--- config.mk ---
export PLATFORM = sky130hd
export DESIGN_NAME = packed_text_run_decoder_unit
export DESIGN_NICKNAME = d
export VERILOG_FILES = /design/src/rtl/core/ptrd_pkg.sv /design/src/rtl/core/ptrd_front.sv /design/src/rtl/core/ptrd_queue.sv /design/src/rtl/core/ptrd_back.sv /design/src/rtl/core/packed_text_run_decoder_unit.sv
export SDC_FILE = /design/constraint.sdc
export NUM_CORES = 1
export LEC_CHECK = 0
export BUFFER_PORTS_ARGS = -buffer_cell sky130_fd_sc_hd__buf_2
export CAP_MARGIN = 10
export CORE_AREA = 2 2 289 291
export DETAILED_ROUTE_END_ITERATION = 7
export DIE_AREA = 0 0 291 293
export SLEW_MARGIN = 20
export SYNTH_ARGS = -nofsm -noshare
export SYNTH_HDL_FRONTEND = slang
export SYNTH_SLANG_ARGS = --single-unit
--- constraint.sdc ---
create_clock -name clk -period 23.1 [get_ports clk]
set_input_delay 4.62 -clock clk [delete_from_list [all_inputs] [get_ports clk]]
set_output_delay 4.62 -clock clk [all_outputs]
set_load 0.01 [all_outputs]
--- src/rtl/core/ptrd_pkg.sv ---
// package: types, opcodes and status codes of the packed text run decoder
`default_nettype none

package ptrd_pkg;

	// opcode bytes
	localparam logic [7:0] OP_BLANK_MAX    = 8'h77;
	localparam logic [7:0] OP_BLANK_BYTE   = 8'h78;
	localparam logic [7:0] OP_BLANK_WORD   = 8'h79;
	localparam logic [7:0] OP_FILL_BYTE    = 8'h7a;
	localparam logic [7:0] OP_FILL_WORD    = 8'h7b;
	localparam logic [7:0] OP_BLANK_BYTE_B = 8'h7c;
	localparam logic [7:0] OP_BLANK_WORD_B = 8'h7d;
	localparam logic [7:0] OP_FILL_BYTE_B  = 8'h7e;
	localparam logic [7:0] OP_FILL_WORD_B  = 8'h7f;
	localparam logic [7:0] OP_LIT_MIN      = 8'h80;
	localparam logic [7:0] OP_LIT_MAX      = 8'hf7;
	localparam logic [7:0] OP_LIT_BYTE     = 8'hf8;
	localparam logic [7:0] OP_LIT_WORD     = 8'hf9;
	localparam logic [7:0] OP_LIT_BYTE_B   = 8'hfc;
	localparam logic [7:0] OP_LIT_WORD_B   = 8'hfd;
	localparam logic [7:0] OP_END          = 8'hff;
	localparam logic [7:0] LIT_BIAS        = 8'h7f;
	localparam logic [7:0] EBCDIC_BLANK    = 8'h40;

	// configuration register indexes
	localparam logic [1:0] REG_SIZE_CEILING    = 2'd0;
	localparam logic [1:0] REG_BUFFER_CAPACITY = 2'd1;
	localparam logic [1:0] REG_MEASURE_MODE    = 2'd2;

	localparam logic [31:0] SIZE_CEILING_RESET    = 32'd16777216;
	localparam logic [31:0] BUFFER_CAPACITY_RESET = 32'hffff_ffff;

	localparam logic KIND_RUN     = 1'b0;
	localparam logic KIND_SUMMARY = 1'b1;

	typedef enum logic [2:0] {
		PH_OPCODE,
		PH_HIGH,
		PH_LOW,
		PH_RUNBYTE,
		PH_LITERAL
	} ptrd_phase_t;

	typedef enum logic [2:0] {
		ST_CLEAN,
		ST_INPUT_END,
		ST_BAD_OPCODE,
		ST_TRUNC_LITERAL,
		ST_TRUNC_OPERAND,
		ST_CEILING,
		ST_CAPACITY,
		ST_EMPTY
	} ptrd_status_t;

	typedef struct packed {
		logic [7:0] packed_byte;
		logic       end_of_member;
	} ptrd_in_t;

	typedef struct packed {
		logic        item_kind;
		logic [7:0]  run_byte;
		logic [16:0] run_length;
		logic [2:0]  end_status;
		logic [31:0] bytes_produced;
		logic [31:0] bytes_consumed;
		logic        final_flag;
	} ptrd_out_t;

	typedef struct packed {
		logic [31:0] size_ceiling;
		logic [31:0] buffer_capacity;
		logic        measure_mode;
	} ptrd_cfg_t;

	// one queued action: an optional run and an optional summary
	typedef struct packed {
		logic         has_run;
		logic [7:0]   run_byte;
		logic [16:0]  run_length;
		logic         has_sum;
		ptrd_status_t status;
		logic [31:0]  produced;
		logic [31:0]  consumed;
	} ptrd_entry_t;

endpackage

`default_nettype wire

--- src/rtl/core/ptrd_front.sv ---
// front end: opcode parser, member counters and limit checks
`default_nettype none

module ptrd_front
	import ptrd_pkg::*;
(
	input  wire logic        clk,
	input  wire logic        arst_n,
	input  wire logic        accept,
	input  wire ptrd_in_t    item,
	input  wire ptrd_cfg_t   cfg,
	output logic             push,
	output ptrd_entry_t      entry
);

	ptrd_phase_t  phase_q, phase_after;
	logic [7:0]   opcode_q;
	logic [15:0]  count_q;
	logic [16:0]  lit_rem_q, lit_rem_next;
	logic [31:0]  produced_q, produced_after;
	logic [31:0]  consumed_q, consumed_after;
	logic         done_q;

	logic [7:0]   b;
	logic         eom;
	logic         op_short_blank, op_byte_cnt, op_word_cnt, op_lit_short, op_end;
	logic         held_run, held_lit;
	logic [15:0]  count_low;

	logic         fill_req, lit_req, lbyte_req;
	logic [7:0]   fill_byte;
	logic [16:0]  chk_len;
	logic [32:0]  chk_sum;
	logic         over_ceil, over_cap;
	logic         fill_ok, lit_ok, lbyte_ok, run_hit;
	logic         end_hit;
	ptrd_status_t end_code, end_final;
	logic         failed;

	assign b   = item.packed_byte;
	assign eom = item.end_of_member;

	assign op_short_blank = (b <= OP_BLANK_MAX);
	assign op_byte_cnt = (b == OP_BLANK_BYTE) || (b == OP_BLANK_BYTE_B) ||
		(b == OP_FILL_BYTE) || (b == OP_FILL_BYTE_B) ||
		(b == OP_LIT_BYTE) || (b == OP_LIT_BYTE_B);
	assign op_word_cnt = (b == OP_BLANK_WORD) || (b == OP_BLANK_WORD_B) ||
		(b == OP_FILL_WORD) || (b == OP_FILL_WORD_B) ||
		(b == OP_LIT_WORD) || (b == OP_LIT_WORD_B);
	assign op_lit_short = (b >= OP_LIT_MIN) && (b <= OP_LIT_MAX);
	assign op_end = (b == OP_END);

	assign held_run = (opcode_q == OP_FILL_BYTE) || (opcode_q == OP_FILL_BYTE_B) ||
		(opcode_q == OP_FILL_WORD) || (opcode_q == OP_FILL_WORD_B);
	assign held_lit = (opcode_q >= OP_LIT_BYTE);

	// the high byte was shifted in earlier, or is zero for a byte operand
	assign count_low = {count_q[15:8], b};

	// request decode and the shared limit check
	always_comb begin
		fill_req  = 1'b0;
		lit_req   = 1'b0;
		lbyte_req = 1'b0;
		fill_byte = EBCDIC_BLANK;
		chk_len   = '0;
		case (phase_q)
			PH_OPCODE: begin
				if (op_short_blank) begin
					fill_req = 1'b1;
					chk_len  = {9'd0, b} + 17'd1;
				end else if (op_lit_short) begin
					lit_req = 1'b1;
					chk_len = {9'd0, b - LIT_BIAS};
				end
			end
			PH_LOW: begin
				if (!held_run) begin
					fill_req = !held_lit;
					lit_req  = held_lit;
					chk_len  = {1'b0, count_low} + 17'd1;
				end
			end
			PH_RUNBYTE: begin
				fill_req  = 1'b1;
				fill_byte = b;
				chk_len   = {1'b0, count_q} + 17'd1;
			end
			PH_LITERAL: begin
				lbyte_req = 1'b1;
				fill_byte = b;
				chk_len   = 17'd1;
			end
			default: begin
				fill_req = 1'b0;
			end
		endcase
	end

	assign chk_sum   = {1'b0, produced_q} + {16'd0, chk_len};
	assign over_ceil = chk_sum > {1'b0, cfg.size_ceiling};
	assign over_cap  = chk_sum > {1'b0, cfg.buffer_capacity};
	assign fill_ok   = fill_req && !over_ceil && !over_cap;
	assign lit_ok    = lit_req && !over_ceil;
	assign lbyte_ok  = lbyte_req && !over_cap;
	assign run_hit   = fill_ok || lbyte_ok;

	assign lit_rem_next = (lit_rem_q != '0) ? lit_rem_q - 17'd1 : '0;

	// next parse phase
	always_comb begin
		phase_after = phase_q;
		case (phase_q)
			PH_OPCODE: begin
				if (op_byte_cnt) begin
					phase_after = PH_LOW;
				end else if (op_word_cnt) begin
					phase_after = PH_HIGH;
				end else if (lit_ok) begin
					phase_after = PH_LITERAL;
				end else begin
					phase_after = PH_OPCODE;
				end
			end
			PH_HIGH: begin
				phase_after = PH_LOW;
			end
			PH_LOW: begin
				if (held_run) begin
					phase_after = PH_RUNBYTE;
				end else if (lit_ok) begin
					phase_after = PH_LITERAL;
				end else begin
					phase_after = PH_OPCODE;
				end
			end
			PH_RUNBYTE: begin
				phase_after = PH_OPCODE;
			end
			PH_LITERAL: begin
				if (lbyte_ok && lit_rem_next == '0) begin
					phase_after = PH_OPCODE;
				end
			end
			default: begin
				phase_after = PH_OPCODE;
			end
		endcase
	end

	// end detection and the status it reports
	always_comb begin
		end_hit  = 1'b1;
		end_code = ST_CLEAN;
		if (fill_req && over_ceil) begin
			end_code = ST_CEILING;
		end else if (fill_req && over_cap) begin
			end_code = ST_CAPACITY;
		end else if (lit_req && over_ceil) begin
			end_code = ST_CEILING;
		end else if (lbyte_req && over_cap) begin
			end_code = ST_CAPACITY;
		end else if (phase_q == PH_OPCODE && op_end) begin
			end_code = ST_CLEAN;
		end else if (phase_q == PH_OPCODE && !op_short_blank && !op_byte_cnt &&
				!op_word_cnt && !op_lit_short) begin
			end_code = ST_BAD_OPCODE;
		end else if (eom) begin
			case (phase_after)
				PH_OPCODE:  end_code = ST_INPUT_END;
				PH_LITERAL: end_code = ST_TRUNC_LITERAL;
				default:    end_code = ST_TRUNC_OPERAND;
			endcase
		end else begin
			end_hit = 1'b0;
		end
	end

	assign produced_after = run_hit ? chk_sum[31:0] : produced_q;
	assign consumed_after = (consumed_q == '1) ? consumed_q : consumed_q + 32'd1;

	always_comb begin
		end_final = end_code;
		if (cfg.measure_mode && produced_after == '0 && end_code != ST_CEILING &&
				end_code != ST_CAPACITY) begin
			end_final = ST_EMPTY;
		end
	end

	assign failed = (end_final == ST_CEILING) || (end_final == ST_CAPACITY) ||
		(end_final == ST_EMPTY);

	assign push = accept && !done_q && (run_hit || end_hit);

	always_comb begin
		entry.has_run    = run_hit;
		entry.run_byte   = fill_byte;
		entry.run_length = chk_len;
		entry.has_sum    = end_hit;
		entry.status     = end_final;
		entry.produced   = failed ? '0 : produced_after;
		entry.consumed   = failed ? '0 : consumed_after;
	end

	always_ff @(posedge clk or negedge arst_n) begin
		if (!arst_n) begin
			phase_q    <= PH_OPCODE;
			opcode_q   <= '0;
			count_q    <= '0;
			lit_rem_q  <= '0;
			produced_q <= '0;
			consumed_q <= '0;
			done_q     <= 1'b0;
		end else if (accept) begin
			if (eom) begin
				// last beat of the member always clears it
				phase_q    <= PH_OPCODE;
				opcode_q   <= '0;
				count_q    <= '0;
				lit_rem_q  <= '0;
				produced_q <= '0;
				consumed_q <= '0;
				done_q     <= 1'b0;
			end else if (!done_q) begin
				phase_q    <= phase_after;
				produced_q <= produced_after;
				consumed_q <= consumed_after;
				done_q     <= end_hit;
				case (phase_q)
					PH_OPCODE: begin
						opcode_q <= b;
						count_q  <= '0;
					end
					PH_HIGH: count_q <= {b, 8'd0};
					PH_LOW:  count_q <= count_low;
					default: count_q <= count_q;
				endcase
				if (lit_ok) begin
					lit_rem_q <= chk_len;
				end else if (lbyte_ok) begin
					lit_rem_q <= lit_rem_next;
				end
			end
		end
	end

endmodule

`default_nettype wire

--- src/rtl/core/ptrd_queue.sv ---
// action queue between parser and result sequencer
`default_nettype none

module ptrd_queue
	import ptrd_pkg::*;
#(
	parameter int DEPTH = 4
) (
	input  wire logic        clk,
	input  wire logic        arst_n,
	input  wire logic        push,
	input  wire ptrd_entry_t push_data,
	input  wire logic        pop,
	output ptrd_entry_t      head,
	output logic             not_empty,
	output logic             full
);

	localparam int PTR_W = (DEPTH > 1) ? $clog2(DEPTH) : 1;
	localparam int CNT_W = $clog2(DEPTH + 1);

	ptrd_entry_t       entries_q [DEPTH];
	logic [PTR_W-1:0]  wr_ptr_q, rd_ptr_q;
	logic [CNT_W-1:0]  count_q;

	assign not_empty = (count_q != '0);
	assign full      = (count_q == CNT_W'(DEPTH));
	assign head      = entries_q[rd_ptr_q];

	always_ff @(posedge clk) begin
		if (push) begin
			entries_q[wr_ptr_q] <= push_data;
		end
	end

	always_ff @(posedge clk or negedge arst_n) begin
		if (!arst_n) begin
			wr_ptr_q <= '0;
			rd_ptr_q <= '0;
			count_q  <= '0;
		end else begin
			if (push) begin
				wr_ptr_q <= (wr_ptr_q == PTR_W'(DEPTH - 1)) ? '0 : wr_ptr_q + 1'b1;
			end
			if (pop) begin
				rd_ptr_q <= (rd_ptr_q == PTR_W'(DEPTH - 1)) ? '0 : rd_ptr_q + 1'b1;
			end
			case ({push, pop})
				2'b10:   count_q <= count_q + 1'b1;
				2'b01:   count_q <= count_q - 1'b1;
				default: count_q <= count_q;
			endcase
		end
	end

	a_count_bound: assert property (@(posedge clk) disable iff (!arst_n)
		count_q <= CNT_W'(DEPTH))
		else $error("queue count above depth");

	a_no_overflow: assert property (@(posedge clk) disable iff (!arst_n)
		push |-> !full)
		else $error("push into full queue");

	a_no_underflow: assert property (@(posedge clk) disable iff (!arst_n)
		pop |-> not_empty)
		else $error("pop from empty queue");

endmodule

`default_nettype wire

--- src/rtl/core/ptrd_back.sv ---
// back end: splits queued actions into result beats behind an output register
`default_nettype none

module ptrd_back
	import ptrd_pkg::*;
(
	input  wire logic        clk,
	input  wire logic        arst_n,
	input  wire ptrd_entry_t head,
	input  wire logic        head_valid,
	output logic             pop,
	output logic             result_valid,
	input  wire logic        result_ready,
	output ptrd_out_t        result
);

	logic      out_valid_q;
	ptrd_out_t out_q;
	logic      run_sent_q;
	logic      load;
	logic      send_run;
	logic      last;
	ptrd_out_t beat;

	assign load     = head_valid && (!out_valid_q || result_ready);
	assign send_run = head.has_run && !run_sent_q;
	assign last     = !send_run || !head.has_sum;
	assign pop      = load && last;

	always_comb begin
		if (send_run) begin
			beat.item_kind      = KIND_RUN;
			beat.run_byte       = head.run_byte;
			beat.run_length     = head.run_length;
			beat.end_status     = '0;
			beat.bytes_produced = '0;
			beat.bytes_consumed = '0;
			beat.final_flag     = !head.has_sum;
		end else begin
			beat.item_kind      = KIND_SUMMARY;
			beat.run_byte       = '0;
			beat.run_length     = '0;
			beat.end_status     = head.status;
			beat.bytes_produced = head.produced;
			beat.bytes_consumed = head.consumed;
			beat.final_flag     = 1'b1;
		end
	end

	always_ff @(posedge clk) begin
		if (load) begin
			out_q <= beat;
		end
	end

	always_ff @(posedge clk or negedge arst_n) begin
		if (!arst_n) begin
			out_valid_q <= 1'b0;
			run_sent_q  <= 1'b0;
		end else begin
			if (load) begin
				out_valid_q <= 1'b1;
				// run gone out, summary of the same entry still pending
				run_sent_q  <= !last;
			end else if (result_ready) begin
				out_valid_q <= 1'b0;
			end
		end
	end

	assign result_valid = out_valid_q;
	assign result       = out_q;

endmodule

`default_nettype wire

--- src/rtl/core/packed_text_run_decoder_unit.sv ---
// top level: configuration registers, parser, action queue and result sequencer
// path: an accepted beat is written into the queue and then loaded into the output register
// throughput: one input beat per cycle unless the queue is full; one result beat per cycle
// while result_ready is high; a run-and-summary beat gives two result beats (queue absorbs it)
// reset: configuration returns to its defaults, member state and queue are cleared
// no clearing pass; input is taken from the first cycle after reset
`default_nettype none

module packed_text_run_decoder_unit
	import ptrd_pkg::*;
#(
	parameter int QUEUE_DEPTH = 4
) (
	input  wire logic        clk,
	input  wire logic        arst_n,
	input  wire logic        item_valid,
	output logic             item_ready,
	input  wire ptrd_in_t    item,
	output logic             result_valid,
	input  wire logic        result_ready,
	output ptrd_out_t        result,
	input  wire logic        psel,
	input  wire logic        penable,
	input  wire logic        pwrite,
	input  wire logic [3:0]  paddr,
	input  wire logic [31:0] pwdata,
	output logic [31:0]      prdata,
	output logic             pready
);

	ptrd_cfg_t   cfg_q;
	logic        cfg_write;
	logic        accept;
	logic        push;
	ptrd_entry_t entry;
	ptrd_entry_t head;
	logic        head_valid;
	logic        full;
	logic        pop;

	assign pready    = 1'b1;
	assign cfg_write = psel && penable && pwrite && pready;

	always_ff @(posedge clk or negedge arst_n) begin
		if (!arst_n) begin
			cfg_q.size_ceiling    <= SIZE_CEILING_RESET;
			cfg_q.buffer_capacity <= BUFFER_CAPACITY_RESET;
			cfg_q.measure_mode    <= 1'b0;
		end else if (cfg_write) begin
			case (paddr[3:2])
				REG_SIZE_CEILING:    cfg_q.size_ceiling    <= pwdata;
				REG_BUFFER_CAPACITY: cfg_q.buffer_capacity <= pwdata;
				REG_MEASURE_MODE:    cfg_q.measure_mode    <= pwdata[0];
				default:             cfg_q <= cfg_q;
			endcase
		end
	end

	always_comb begin
		case (paddr[3:2])
			REG_SIZE_CEILING:    prdata = cfg_q.size_ceiling;
			REG_BUFFER_CAPACITY: prdata = cfg_q.buffer_capacity;
			REG_MEASURE_MODE:    prdata = {31'd0, cfg_q.measure_mode};
			default:             prdata = '0;
		endcase
	end

	assign item_ready = !full;
	assign accept     = item_valid && item_ready;

	ptrd_front u_front (
		.clk    (clk),
		.arst_n (arst_n),
		.accept (accept),
		.item   (item),
		.cfg    (cfg_q),
		.push   (push),
		.entry  (entry)
	);

	ptrd_queue #(
		.DEPTH (QUEUE_DEPTH)
	) u_queue (
		.clk       (clk),
		.arst_n    (arst_n),
		.push      (push),
		.push_data (entry),
		.pop       (pop),
		.head      (head),
		.not_empty (head_valid),
		.full      (full)
	);

	ptrd_back u_back (
		.clk          (clk),
		.arst_n       (arst_n),
		.head         (head),
		.head_valid   (head_valid),
		.pop          (pop),
		.result_valid (result_valid),
		.result_ready (result_ready),
		.result       (result)
	);

endmodule

`default_nettype wire
# Yosys cells after proc, flatten, opt, wreduce, memory -nomap -nowiden
# Memory sizes are Yosys's and may differ from the RTL's.
# Cells that the tools add are included.
[totals]
regBits = 277
ram_bits = 376
word_cells = 226
n_memories = 1
[op_classes]
n_addsub = 11
n_lt_le_gt_ge = 6
n_eq_ne = 37
mux = 67
reduce_logical = 81
[memory_table]
columns = ["memory", "depth", "width", "rd", "rd_ports_with_merged_regs", "write_ports", "line_no", "source"]
rows = [
  ["u_queue.entries_q", 4, 94, 1, 0, 1, "ptrd_queue.sv:22", "ptrd_entry_t entries_q [DEPTH];"],
]
[op_table]
columns = ["op", "n"]
rows = [
  ["$mux 32", 8],
  ["$mux 17", 7],
  ["$eq 8x7->1 const B", 12],
  ["$pmux 32 s3", 1],
  ["$mux 94", 1],
  ["$pmux 17 s4", 1],
  ["$gt 33x32->1", 2],
  ["$pmux 16 s3", 1],
  ["$mux 3", 15],
  ["$eq 8x8->1 const B", 5],
  ["$mux 8", 5],
  ["$add 16x1->17 const B", 2],
  ["$add 32x17->33", 1],
  ["$add 32x1->32 const B", 1],
  ["$eq 32x32->1 const B", 1],
  ["$logic_not 32->1", 1],
  ["$mux 16", 2],
  ["$logic_and 1x1->1", 26],
  ["$logic_or 1x1->1", 19],
  ["$mux 1", 19],
  ["$eq 3x3->1 const B", 6],
  ["$logic_not 17->1", 1],
  ["$reduce_bool 17->1", 1],
  ["$sub 17x1->17 const B", 1],
  ["other kinds (29)", 63],
]

# Depth between registers and ports, before layout
[depth]
word_depth = 31
depth_mapped = 35
mapped_depth_nobuf = 33

# Cells and area by module
# From an unflattened synthesis, not the netlist that was laid out.
[unflattened]
hier_cells = 2411
hier_area_um2 = 31635.3
[modules_own_cells]
columns = ["module", "n_inst", "cells_each", "area_per_inst_um2"]
rows = [
  ["ptrd_queue", 1, 527, 14010.9],
  ["ptrd_front", 1, 1458, 10948.0],
  ["ptrd_back", 1, 208, 3569.7],
  ["packed_text_run_decoder_unit", 1, 218, 3106.7],
]

# Worst setup path before layout
# OpenSTA, ideal clock, no wires.
[synth_path]
kind = "input to register"
startpoint = "input port item[7] (netlist bit)"
endpoint = "memory u_queue.entries_q[0][0] (netlist bit) (enable)"
arrival_ns = 12.299
setup_slack_ns = 10.338
path_stages = 23
cell_sequence = "clkbuf_1 > and4_1 > nor2_1 > nor2_1 > o221ai_1 > ha_1 > fa_1 > a211oi_1 > o31ai_2 > o21ai_1 > nor2b_1 > nor2_1 > nor4_1 > ha_1 > nand4_1 > or4_1 > or3b_1 > o211a_2 > o31ai_4 > nand3_2 > clkbuf_1 > a21oi_1 > and2_1"
[synth_rtl]
columns = ["element", "line_no", "source"]
rows = [
  ["from (decl)", "packed_text_run_decoder_unit.sv:18", "input wire ptrd_in_t item,"],
  ["to (decl)", "ptrd_queue.sv:22", ""],
]

==> out/qor.csv <==
metric;value;unit
ff2ff_path_depth;23;
slew_headroom;21.7;%
hold_buffers;0;
p_leak;13.5;nW
synth_cells;2435;
regToRegSetupSlack;12600;ps
grt-ovfl-total;0;
regArea;18700;um2
ys_async_sr_fraction;27.8;%
wire_per_inst;21.0;um
yosysSeqAreaShare;60.5;%
synth_top_flop_cell;edfxtp_1;
routed_wl;78000;um
fin_util;43.2;%
worstSetupStartpointType;input port;
fin_area;35400;um2
cts_post_setup_buffers_inserted;0;
cts.path.max_buffers;3;
setup_tns;0;ps
gp_congestion;0.863;
nFillCells;7414;
core_area;81800;um2
synth_cell_type_count;80;
grt_pass1_wl;120000;um
min_path_type;register to register;
area_growth;14.4;%
place.detailed.instances;3573;
drive_above_1_share;19.4;%
grt_max_degree;73;
place_hpwl;51900;um
synth_nets;2583;
period_share;60.8;%
hold_viol;0;
die_area;85300;um2
clk_pin_slew_worst_paths;50;ps
port_buffers;177;
numCtsBuffers;73;
ant_nets;0;
die_y;293;um
htreeDepth;3;
drc;0;
clkSinkCount;651;
finalNetCount;2728;
start_util;37.8;%
num_vias;20341;
required;23320;ps
gr-usage-all-layers;18.2;%
multiInputGateArea;11300;um2
fp-row-count;105;
placed_area;32900;um2
fin_cells;3712;
end_kind;register;
worst_slew_pin_slew;1170;ps
status;complete, no violations;
synth_edf_count;470;
drt_iter0_markers;1775;
rsz0062_at_grt;no;
rr_startpoint;u_front.phase_q[1];
syn-cell-area;30900;um2
fin_skew;30.3;ps
avgSynthCellArea;12.7;um2
power_density;116;nW/um2
period_minus_slack;14030;ps
reg2reg_to;u_queue.entries_q[2][71];
ys_seq_elements;651;
slew_violations;0;
cts-root-buf;clkbuf_16;
grt_pass1_vias;20298;
die_x;291;um
antenna_found_initial;2;
fmax;71.3;MHz
maxCapViolCount;0;
cp.arrival;14260;ps
crit_path_end;u_queue.entries_q[2][71];
yosysWarnings;0;
io_pins;181;
startpoint;item[5];
totalPowerFinal;4.10;mW
setup_violations;0;
cp_max_fo;56;
dr.pass1.iters;5;
irDropWorstVdd;56.7;uV
via_per_inst;5.48;
post_cts_resized;0;
crit_type;input port to register;
cts_tree;yes;
clock_latency;630;ps
-- metal layers --
metal  share of wire (%)  GRT usage [%]  vias to the layer above  wire length, um
met1                  46           26.1                    10253            36100
li1                    -              -                     9323                -
met3                 5.9           2.80                      126             4620
met4                 2.6           6.17                        2             2030
met2                  45           28.2                      637            35200
met5               0.017              0                        -               13
-- flip-flops by register name, indices dropped and copies added, names as in the netlist, 2 cells and up --
register / cells
u_queue.rd_ptr_q: 2
u_queue.entries_q: 376
u_front.opcode_q: 6
u_queue.wr_ptr_q: 2
u_back.result: 94
u_queue.count_q: 3
u_front.count_q: 16
u_front.lit_rem_q: 17
u_front.produced_q: 32
cfg_q: 65
u_front.phase_q: 3
u_front.consumed_q: 32
-- worst min path at each step --
| stage | startpoint | end | cells past startpoint |
|---|---|---|---|
| global route | u_queue.count_q[0] | u_queue.count_q[0] | 1 |
| detailed placement | u_front.opcode_q[6] | u_front.opcode_q[6] | 1 |
| finish | u_queue.count_q[2] | u_queue.count_q[2] | 1 |
| floorplan | u_front.opcode_q[3] | u_front.opcode_q[3] | 1 |
| CTS | u_queue.count_q[2] | u_queue.count_q[2] | 1 |
| global placement | u_front.opcode_q[3] | u_front.opcode_q[3] | 1 |
-- cells in the final DEF, fill, tap and decap left out, types with 8 or more instances in the layout --
master	netlist	final
edfxtp_1	470	470
nand2_1	262	262
buf_2	5	175
o21ai_0	167	167
dfrtp_1	148	146
nor2_1	130	127
a21oi_1	103	102
inv_1	101	101
mux4_2	94	94
ha_1	94	94
nor2b_1	79	79
clkbuf_16	0	76
xnor2_1	55	55
nand3_1	46	46
and3_1	45	45
nor3_1	45	44
xor2_1	41	41
mux2i_1	37	37
dfstp_2	33	33
o31ai_1	33	32
nor3_2	30	30
a22o_1	30	30
buf_4	3	30
nand4_1	29	29
clkbuf_1	109	20
a21o_1	19	19
nor4_1	20	19
clkinv_2	0	14
and4_1	13	13
nor3b_1	13	12
o22ai_1	11	11
or3_1	11	11
a31oi_1	11	11
and2_1	13	9
clkbuf_8	0	9
a211oi_1	8	8
o21a_1	8	8
-- through the flow --
stage / hold WS, ps / worst slack, ps
global route: 514 / 8440
floorplan: 458 / 10340
CTS: 491 / 9140
detailed placement: 482 / 8520
finish: 492 / 9070
global placement: 475 / 8820
-- where the power goes --
part           switching [mW]  internal (mW)  leakage (nW)
Clock                   0.473          0.694          1.20
Combinational           0.754          0.487          5.70
Sequential              0.118           1.57          6.64
Total                    1.35           2.75          13.5
-- area by class of cell --
| type | instances | area share (%) |
|---|---|---|
| multi-input cells | 1543 | 32.1 |
| clock inverters | 30 | 0.910 |
| inverters | 102 | 1.08 |
| diodes | 2 | 0.0142 |
| clock buffers | 105 | 5.94 |
| repair buffers | 209 | 3.30 |
| flip-flops and latches | 651 | 52.9 |
| well taps | 1070 | 3.79 |
-- cell families after synthesis --
logic type	Yosys count	synth area share, %
mux	136	8.23
fa+ha+maj	96	3.94
compound gates	444	8.85
other cells	1	0.0121
buf+inv	241	3.03
flops	651	60.5
xor+xnor	96	2.72
simple gates	770	12.8
-- cells in the mapped netlist, drive strengths merged, types with 11 or more instances --
cell    number  share of area, %
edfxtp     470                46
nand2      262               3.2
o21ai      170               2.8
dfrtp      148                12
nor2       130               1.6
clkbuf     109               1.3
a21oi      103               1.7
inv        102               1.2
ha          94               3.8
mux4        94               6.9
nor2b       79               1.6
nor3        75               1.7
xnor2       55               1.6
nand3       47              0.78
and3        45              0.91
xor2        41               1.2
mux2i       37               1.2
o31ai       35              0.91
dfstp       33               2.8
a22o        30              0.85
buf         30              0.47
nand4       29              0.59
nor4        20              0.40
a21o        19              0.46
and2        16              0.32
and4        14              0.40
nor3b       13              0.32
a31oi       11              0.22
o22ai       11              0.22
or3         11              0.22
-- worst max-delay path, cell delays in order --
cell and delay [ps]:
buf_2 230, nand3_1 130, nor3_1 300, and3_1 320, nand3_1 150, o22ai_1 220, nor2_1 70, a21oi_1 820
ha_1 410, a21oi_1 150, o22ai_1 340, a211oi_1 100, o21a_1 280, nor3_1 740, xor2_1 330, ha_1 400
nand4_1 150, nor4_1 520, or3b_1 390, o211a_2 200, o31ai_4 370, nand3_2 580, a21oi_1 800, and2_4 680
buf_4 820
No activity file was read; power rests on OpenSTA's default activity.
